**config.mk**
```make
export PLATFORM = sky130hd
export DESIGN_NAME = sync_length_crc_packet_deframer
export DESIGN_NICKNAME = d
export VERILOG_FILES = /design/src/hw/rtl/sldf_pkg.sv /design/src/hw/rtl/sldf_in_stage.sv /design/src/hw/rtl/sldf_core.sv /design/src/hw/rtl/sync_length_crc_packet_deframer.sv
export SDC_FILE = /design/constraint.sdc
export NUM_CORES = 1
export LEC_CHECK = 0
export CAP_MARGIN = 20
export CORE_MARGIN = 1.5
export CORE_UTILIZATION = 49
export CTS_BUF_LIST = sky130_fd_sc_hd__clkbuf_16
export DETAILED_ROUTE_END_ITERATION = 6
export DONT_BUFFER_PORTS = 1
export SLEW_MARGIN = 0
export SYNTH_ARGS = -nofsm -noshare
export SYNTH_HDL_FRONTEND = slang
export SYNTH_SLANG_ARGS = --single-unit
```
**constraint.sdc**
```tcl
create_clock -name clk -period 4.55 [get_ports clk]
set_input_delay 0.91 -clock clk [delete_from_list [all_inputs] [get_ports clk]]
set_output_delay 0.91 -clock clk [all_outputs]
set_load 0.005 [all_outputs]
```
**src/hw/rtl/sldf_pkg.sv**
```systemverilog
// Shared types, status codes and the CRC-16-CCITT byte update for the packet deframer.
// No dependencies; used by sldf_core, the top level and the checker.
package sldf_pkg;

    // Result status codes
    typedef enum logic [2:0] {
        STATUS_NONE    = 3'd0,
        STATUS_GOOD    = 3'd1,
        STATUS_TOO_BIG = 3'd2,
        STATUS_BAD_CMP = 3'd3,
        STATUS_BAD_CRC = 3'd4
    } status_t;

    localparam logic [15:0] MAX_LENGTH_RESET = 16'd1024;
    localparam logic [15:0] CRC_SEED         = 16'hFFFF;

    // Position counter value that means "prefix done"
    localparam logic [2:0] POS_BODY = 3'd5;

    // One result item
    typedef struct packed {
        logic        payload_valid;
        logic [15:0] payload_index;
        logic [7:0]  payload_byte;
        status_t     status;
        logic [15:0] err_first;
        logic [15:0] err_second;
    } result_t;

    // CRC-16-CCITT (poly 0x1021, MSB first), one byte per call
    function automatic logic [15:0] crc_step(input logic [15:0] crc, input logic [7:0] b);
        logic [15:0] c;
        c = {crc[7:0], crc[15:8]};
        c = c ^ {8'h00, b};
        c = c ^ {12'h000, c[7:4]};
        c = c ^ {c[3:0], 12'h000};
        c = c ^ {3'b000, c[7:0], 5'b00000};
        return c;
    endfunction

endpackage

```
**src/hw/rtl/sldf_in_stage.sv**
```systemverilog
// Input register of the packet deframer: holds one received byte until the core takes it.
// Depends on nothing but the clock and reset.
module sldf_in_stage
(
    input  logic       clk,
    input  logic       rst_n,
    input  logic       s_tvalid,
    output logic       s_tready,
    input  logic [7:0] s_tdata,
    output logic       in_valid,
    output logic [7:0] in_byte,
    input  logic       in_take
);

    logic       valid_reg;
    logic [7:0] byte_reg;

    // Open for a new beat when empty or when the held byte moves on this cycle
    assign s_tready = !valid_reg || in_take;
    assign in_valid = valid_reg;
    assign in_byte  = byte_reg;

    // Track occupancy
    always_ff @(posedge clk or negedge rst_n)
    begin
        if (!rst_n)
        begin
            valid_reg <= 1'b0;
        end
        else if (s_tready)
        begin
            valid_reg <= s_tvalid;
        end
    end

    // Capture the byte
    always_ff @(posedge clk)
    begin
        if (s_tvalid && s_tready)
        begin
            byte_reg <= s_tdata;
        end
    end

endmodule

```
**src/hw/rtl/sldf_core.sv**
```systemverilog
// Deframer core: sync hunt, length prefix check, payload CRC and the result register.
// Depends on sldf_pkg for status codes, the result struct and the CRC update.
module sldf_core
(
    input  logic                clk,
    input  logic                rst_n,
    input  logic                in_valid,
    input  logic [7:0]          in_byte,
    output logic                in_take,
    input  logic                cfg_valid,
    input  logic [15:0]         cfg_data,
    output logic                res_valid,
    input  logic                res_ready,
    output sldf_pkg::result_t   res
);

    // Packet state
    logic [15:0] max_length_reg;
    logic        in_sync_reg,  in_sync_next;
    logic [2:0]  pos_reg,      pos_next;
    logic [7:0]  prefix_reg [0:3];
    logic [7:0]  prefix_next [0:3];
    logic [15:0] len_reg,      len_next;
    logic [15:0] count_reg,    count_next;
    logic [15:0] crc_reg,      crc_next;
    logic [7:0]  crc_lo_reg,   crc_lo_next;
    logic [1:0]  crc_cnt_reg,  crc_cnt_next;

    // Result register
    logic                res_valid_reg;
    sldf_pkg::result_t   res_reg, res_next;

    // Prefix decode
    logic [15:0] len_word;
    logic [15:0] cmp_word;
    logic [15:0] rx_crc;

    assign in_take   = in_valid && (!res_valid_reg || res_ready);
    assign res_valid = res_valid_reg;
    assign res       = res_reg;

    assign len_word = {prefix_reg[2], prefix_reg[1]};
    assign cmp_word = {in_byte, prefix_reg[3]};
    assign rx_crc   = {in_byte, crc_lo_reg};

    // Next packet state and result for the byte being taken
    always_comb
    begin
        in_sync_next = in_sync_reg;
        pos_next     = pos_reg;
        for (int k = 0; k < 4; k++)
        begin
            prefix_next[k] = prefix_reg[k];
        end
        len_next     = len_reg;
        count_next   = count_reg;
        crc_next     = crc_reg;
        crc_lo_next  = crc_lo_reg;
        crc_cnt_next = crc_cnt_reg;
        res_next     = '0;
        res_next.status = sldf_pkg::STATUS_NONE;

        if (!in_sync_reg)
        begin
            // Hunt for the zero sync byte
            if (in_byte != 8'h00)
            begin
                pos_next = 3'd0;
            end
            else
            begin
                for (int k = 0; k < 4; k++)
                begin
                    prefix_next[k] = 8'h00;
                end
                len_next     = 16'h0000;
                count_next   = 16'h0000;
                crc_next     = sldf_pkg::CRC_SEED;
                crc_lo_next  = 8'h00;
                crc_cnt_next = 2'd0;
                in_sync_next = 1'b1;
                pos_next     = 3'd1;
            end
        end
        else if (pos_reg < 3'd4)
        begin
            // Collect the prefix
            prefix_next[pos_reg[1:0]] = in_byte;
            pos_next = pos_reg + 3'd1;
        end
        else if (pos_reg == 3'd4)
        begin
            // Last prefix byte: check length against its complement
            len_next = len_word;
            if (len_word == ~cmp_word)
            begin
                if (len_word > max_length_reg)
                begin
                    res_next.status     = sldf_pkg::STATUS_TOO_BIG;
                    res_next.err_first  = len_word;
                    res_next.err_second = max_length_reg;
                    in_sync_next        = 1'b0;
                end
                else
                begin
                    pos_next = sldf_pkg::POS_BODY;
                end
            end
            else
            begin
                // Re-sync on the earliest later zero within the prefix
                priority if (prefix_reg[1] == 8'h00)
                begin
                    prefix_next[0] = prefix_reg[1];
                    prefix_next[1] = prefix_reg[2];
                    prefix_next[2] = prefix_reg[3];
                    prefix_next[3] = in_byte;
                    pos_next       = 3'd4;
                end
                else if (prefix_reg[2] == 8'h00)
                begin
                    prefix_next[0] = prefix_reg[2];
                    prefix_next[1] = prefix_reg[3];
                    prefix_next[2] = in_byte;
                    pos_next       = 3'd3;
                end
                else if (prefix_reg[3] == 8'h00)
                begin
                    prefix_next[0] = prefix_reg[3];
                    prefix_next[1] = in_byte;
                    pos_next       = 3'd2;
                end
                else if (in_byte == 8'h00)
                begin
                    prefix_next[0] = 8'h00;
                    pos_next       = 3'd1;
                end
                else
                begin
                    res_next.status     = sldf_pkg::STATUS_BAD_CMP;
                    res_next.err_first  = len_word;
                    res_next.err_second = cmp_word;
                    in_sync_next        = 1'b0;
                end
            end
        end
        else if (count_reg < len_reg)
        begin
            // Pass the payload byte out and fold it into the CRC
            res_next.payload_valid = 1'b1;
            res_next.payload_index = count_reg;
            res_next.payload_byte  = in_byte;
            count_next = count_reg + 16'd1;
            crc_next   = sldf_pkg::crc_step(crc_reg, in_byte);
        end
        else if (crc_cnt_reg == 2'd0)
        begin
            // Hold the CRC low byte
            crc_lo_next  = in_byte;
            crc_cnt_next = 2'd1;
        end
        else if (crc_cnt_reg == 2'd1)
        begin
            // Compare the received CRC and close the packet
            crc_cnt_next = 2'd2;
            in_sync_next = 1'b0;
            if (rx_crc != crc_reg)
            begin
                res_next.status     = sldf_pkg::STATUS_BAD_CRC;
                res_next.err_first  = rx_crc;
                res_next.err_second = crc_reg;
            end
            else
            begin
                res_next.status = sldf_pkg::STATUS_GOOD;
            end
        end
    end

    // Configuration register
    always_ff @(posedge clk or negedge rst_n)
    begin
        if (!rst_n)
        begin
            max_length_reg <= sldf_pkg::MAX_LENGTH_RESET;
        end
        else if (cfg_valid)
        begin
            max_length_reg <= cfg_data;
        end
    end

    // Advance the packet state on each taken byte
    always_ff @(posedge clk or negedge rst_n)
    begin
        if (!rst_n)
        begin
            in_sync_reg <= 1'b0;
            pos_reg     <= 3'd0;
            for (int k = 0; k < 4; k++)
            begin
                prefix_reg[k] <= 8'h00;
            end
            len_reg     <= 16'h0000;
            count_reg   <= 16'h0000;
            crc_reg     <= sldf_pkg::CRC_SEED;
            crc_lo_reg  <= 8'h00;
            crc_cnt_reg <= 2'd0;
        end
        else if (in_take)
        begin
            in_sync_reg <= in_sync_next;
            pos_reg     <= pos_next;
            for (int k = 0; k < 4; k++)
            begin
                prefix_reg[k] <= prefix_next[k];
            end
            len_reg     <= len_next;
            count_reg   <= count_next;
            crc_reg     <= crc_next;
            crc_lo_reg  <= crc_lo_next;
            crc_cnt_reg <= crc_cnt_next;
        end
    end

    // Result valid: load on take, drop once the receiver has it
    always_ff @(posedge clk or negedge rst_n)
    begin
        if (!rst_n)
        begin
            res_valid_reg <= 1'b0;
        end
        else if (in_take)
        begin
            res_valid_reg <= 1'b1;
        end
        else if (res_ready)
        begin
            res_valid_reg <= 1'b0;
        end
    end

    // Result payload
    always_ff @(posedge clk)
    begin
        if (in_take)
        begin
            res_reg <= res_next;
        end
    end

endmodule

```
**src/hw/rtl/sync_length_crc_packet_deframer.sv**
```systemverilog
// Top level of the sync/length/CRC packet deframer.
// Depends on sldf_pkg, sldf_in_stage and sldf_core.
//
// Usage:
//   s_* carries received bytes, one per beat (s_tdata = rx_byte).
//   m_* returns exactly one result beat per received byte, in order:
//   tuser flags payload bytes and carries the status code; tdata carries the
//   payload index and byte, or the two error words of an error status.
//   cfg_* writes max_length (largest accepted payload length), always
//   accepted; write it only while no byte is in flight.
// Path: a byte accepted on s_* passes the input register, then the result
//   register, before its result shows on m_*.
// Throughput: one byte per cycle while m_tready is high; the per-byte work (prefix check, 16-bit
//   length compare, one CRC byte update) fits between the two registers.
// Reset: clears the sync state and the packet counters, seeds the CRC, and sets
//   max_length to 1024; no result is pending afterward.
// Stall: when m_tready is low the result holds, the input register takes one
//   more byte if it is empty, then s_tready drops until the result is taken.
module sync_length_crc_packet_deframer
(
    input  logic        clk,
    input  logic        rst_n,
    // slave side: tdata[7:0] = rx_byte
    input  logic        s_tvalid,
    output logic        s_tready,
    input  logic [7:0]  s_tdata,
    // master side: tdata[15:0] = payload_index, [23:16] = payload_byte,
    //              [39:24] = err_first, [55:40] = err_second
    output logic        m_tvalid,
    input  logic        m_tready,
    output logic [55:0] m_tdata,
    // tuser[0] = payload_valid, [3:1] = status
    output logic [3:0]  m_tuser,
    // configuration write: max_length
    input  logic        cfg_valid,
    output logic        cfg_ready,
    input  logic [15:0] cfg_data
);

    logic              in_valid;
    logic [7:0]        in_byte;
    logic              in_take;
    sldf_pkg::result_t res;

    assign cfg_ready = 1'b1;

    // Input register
    sldf_in_stage u_in
    (
        .clk      (clk),
        .rst_n    (rst_n),
        .s_tvalid (s_tvalid),
        .s_tready (s_tready),
        .s_tdata  (s_tdata),
        .in_valid (in_valid),
        .in_byte  (in_byte),
        .in_take  (in_take)
    );

    // Deframing logic and result register
    sldf_core u_core
    (
        .clk       (clk),
        .rst_n     (rst_n),
        .in_valid  (in_valid),
        .in_byte   (in_byte),
        .in_take   (in_take),
        .cfg_valid (cfg_valid),
        .cfg_data  (cfg_data),
        .res_valid (m_tvalid),
        .res_ready (m_tready),
        .res       (res)
    );

    // Pack the result beat
    assign m_tdata = {res.err_second, res.err_first, res.payload_byte, res.payload_index};
    assign m_tuser = {res.status, res.payload_valid};

endmodule

```
==> results.py <==
metrics = {
    "outcome": {
        "status": "finished, final reports clean",
    },
    "route": {
        "first_pass_iters": 5,
        "detailroute.via_count": 6819,
        "first_iter_violations": 719,
        "drc": 0,
        "vias_per_cell": 6.20,
        "drt-total-wl_um": 25300,
        "routedWlPerCell_um": 23.0,
        "antenna_left": 0,
    },
    "sta": {
        "hold_viol": 0,
        "layout_min_cycle_time_ps": 3150,
        "max_freq_ghz": 0.318,
        "grt_setup_unrepaired": "no",
        "relSlewSlack": 0.382,
        "setup_viol": 0,
        "min_period_over_period": 0.691,
        "tns_ps": 0,
        "slew_violations": 0,
        "clock_skew_ps": 10.3,
        "tightest_slew_ps": 920,
    },
    "grt": {
        "grt_max_degree": 105,
        "grtUsageTotal": 0.266,
        "grt_remaining_overflow": 0,
        "grt_pass1_vias": 6767,
        "antenna_found_initial": 0,
        "grt_first_pass_wirelength_um": 39500,
    },
    "synth": {
        "ys_warn_count": 0,
        "ys_ff_latch": 172,
        "synth_edf_count": 68,
        "syn_inst": 865,
        "synth_top_area_share": 0.236,
        "mappedNetlistNets": 930,
        "yosys.area.top_type": "dfrtp_1",
        "ys_types": 62,
        "synth-async-reset-ratio": 0.605,
        "syn_avg_cell_area_um2": 10.7,
        "syn-cell-area_mm2": 0.00924,
        "synth_area_leaders": "dfrtp_1 (24%), edfxtp_1 (22%), ha_1 (4.9%), dfstp_2 (4.8%), nand2_1 (4.6%)",
        "synth_ff_type": "dfrtp_1",
        "seq_area_frac_synth": 0.505,
    },
    "critical_path": {
        "critPathSlowestCell": "dfrtp_1",
        "critical_path.endpoint_type": "flip-flop",
        "worst-path-buf-inv": 1,
        "path_class": "flip-flop to flip-flop",
        "ff2ff_path_depth": 9,
        "cp.depth": 9,
        "crit_chain": "ha_1 -> and4_1 -> or3b_1 -> o41ai_4 -> a2111oi_4 -> buf_4 -> nand2_2 -> nand2_1 -> a2bb2oi_1",
        "required_ps": 4890,
        "slowest_delay_ps": 450,
        "r2r_end": "u_core.crc_reg[15]",
        "r2r_start": "u_core.count_reg[13]",
        "worst_ep_arrival_time_ps": 3480,
        "path_max_fanout": 41,
        "path_delay_family": "simple AND/OR/NAND/NOR gates",
        "ff2ff_setup_slack_ps": 1400,
        "cp-start-kind": "flip-flop",
    },
    "clock_network": {
        "cts.path.max_buffers": 2,
        "post_cts_buffers": 0,
        "numCtsBuffers": 17,
        "htree_levels": 4,
        "cts_resized": 0,
        "cts_tree": "built",
        "postCtsHoldBufs": 0,
        "cts_num_sinks": 172,
        "cts.root.buffer_cell": "clkbuf_16",
        "clkTransAtPathRegs_ps": 60,
        "clock_latency_ps": 440,
    },
    "floorplan": {
        "fp-row-count": 50,
        "start_util": 0.497,
        "core_area_mm2": 0.0186,
        "die_w_um": 140,
        "io_pins": 92,
        "die_h_um": 140,
        "die_area_mm2": 0.0197,
    },
    "pwr": {
        "ir_worst_vdd_v": 0.000272,
        "p_leak_nw": 4.05,
        "power.density_mw_per_mm2": 414,
        "total_power_mw": 4.14,
    },
    "place": {
        "io_buffers": 0,
        "place_hpwl_um": 17500,
        "place_congestion": 1.03,
    },
    "final_layout": {
        "antenna_cells": 0,
        "multi_input_area_mm2": 0.00415,
        "nFillCells": 1617,
        "nets": 918,
        "largest_register_ff_count": 60,
        "ff_latch_area_mm2": 0.00467,
        "layout-drive-gt1-share": 0.107,
        "area_growth_pct": 8.26,
    },
    "run": {
        "maxCapViolations": 0,
    },
    "worst_hold_path": {
        "hold_path.class": "input port to asynchronous set/reset pin",
    },
}
-- metrics by stage --
| step | setup slack [ps] | hold slack, ps | std cells | cell area [um^2] | util |
|---|---|---|---|---|---|
| floorplan | 535 | 457 | 865 | 9240 | - |
| finish | 1400 | 169 | 1100 | 10000 | 0.538 |
| global placement | 1440 | 473 | 1068 | 9440 | 0.508 |
| global route | 1210 | 155 | 1100 | 10000 | 0.538 |
| CTS | 1390 | 157 | 1100 | 10000 | 0.538 |
| detailed placement | 1360 | 488 | 1068 | 9440 | 0.508 |
-- placed cells by master (no fill, tap or decap), types with 3 or more instances in the layout --
master	synthesis	final
nor2b_1	3	3
a22o_1	26	26
nor4_1	19	19
a2bb2oi_1	16	16
buf_4	4	15
mux2i_1	30	30
dfrtp_1	87	87
nand2_1	112	112
xor2_1	21	21
and3_1	7	7
o21ai_1	15	15
o31a_1	4	4
nand4_1	22	22
mux2_2	16	16
xnor2_1	36	36
o21ai_0	32	32
nor3_1	6	6
a21o_1	4	4
nand2b_1	6	6
edfxtp_1	68	68
nand3_1	20	20
o31ai_1	15	15
inv_1	59	62
o21a_1	9	9
a21oi_2	3	3
a21oi_1	24	24
clkbuf_16	0	17
a22oi_1	23	23
a31oi_1	3	3
ha_1	36	36
nor2_1	26	26
dfstp_2	17	17
and2_1	26	26
-- worst reg2reg max path, stage by stage, from the launching register on --
cell and delay [ps]:
dfrtp_1 450, ha_1 330, and4_1 290, or3b_1 410, o41ai_4 340, a2111oi_4 80, buf_4 270, nand2_2 210
nand2_1 400, a2bb2oi_1 270
-- final cells by class --
| type | count | share of cell area |
|---|---|---|
| repair buffers | 15 | 0.0113 |
| inverters | 59 | 0.0221 |
| well taps | 234 | 0.0293 |
| flip-flops and latches | 172 | 0.467 |
| multi-input cells | 588 | 0.415 |
| clock buffers | 17 | 0.0425 |
| clock inverters | 15 | 0.0134 |
-- per-layer routing --
layer  global-route usage  wire (um)  vias up
li1                     -          -     3081
met1                0.374      11200     3355
met2                0.397      11300      302
met3               0.0509       1760       81
met4                0.130       1080        0
met5                    0          0        -
-- Yosys cell counts (all sizes together), types with 2 or more instances --
| master | count |
|---|---|
| nand2 | 113 |
| dfrtp | 87 |
| edfxtp | 68 |
| inv | 59 |
| o21ai | 47 |
| ha | 36 |
| xnor2 | 36 |
| clkbuf | 33 |
| mux2i | 30 |
| a21oi | 27 |
| nor2 | 27 |
| a22o | 26 |
| and2 | 26 |
| a22oi | 23 |
| nand4 | 23 |
| xor2 | 21 |
| nand3 | 20 |
| nor4 | 20 |
| dfstp | 17 |
| a2bb2oi | 16 |
| mux2 | 16 |
| o31ai | 15 |
| buf | 13 |
| o21a | 9 |
| and3 | 7 |
| nand2b | 7 |
| nor3 | 6 |
| a21o | 4 |
| a31oi | 4 |
| o31a | 4 |
| nor2b | 3 |
| a2111oi | 2 |
| a211oi | 2 |
| nor4b | 2 |
| o211ai | 2 |
-- report_power, final --
part / internal (mW) / total, mW / switching (mW)
Sequential: 1.78 / 2.09 / 0.311
Combinational: 0.289 / 0.659 / 0.370
Clock: 0.796 / 1.39 / 0.595
-- cell families after synthesis --
group	after synthesis	synth area share
and+or+nand+nor	260	0.143
xor gates and xnor gates	57	0.0541
muxes	46	0.0520
adders and majority gates	36	0.0488
other	1	0.000406
AOI/OAI and AO/OA	188	0.151
buffers and inverters	105	0.0458
DFF	172	0.505
-- worst max-delay path by stage --
| stage | to | startpoint | slack, ps |
|---|---|---|---|
| finish | u_core.crc_reg[15] | u_core.count_reg[13] | 1400 |
| global route | u_core.res[3] | u_core.len_word[4] | 1210 |
| CTS | u_core.crc_reg[15] | u_core.count_reg[13] | 1390 |
| detailed placement | u_core.crc_reg[1] | m_tready | 1360 |
| global placement | u_core.crc_reg[12] | m_tready | 1440 |
| floorplan | u_core.count_reg[14] | m_tready | 540 |
Power figures use the tool's default switching activity.
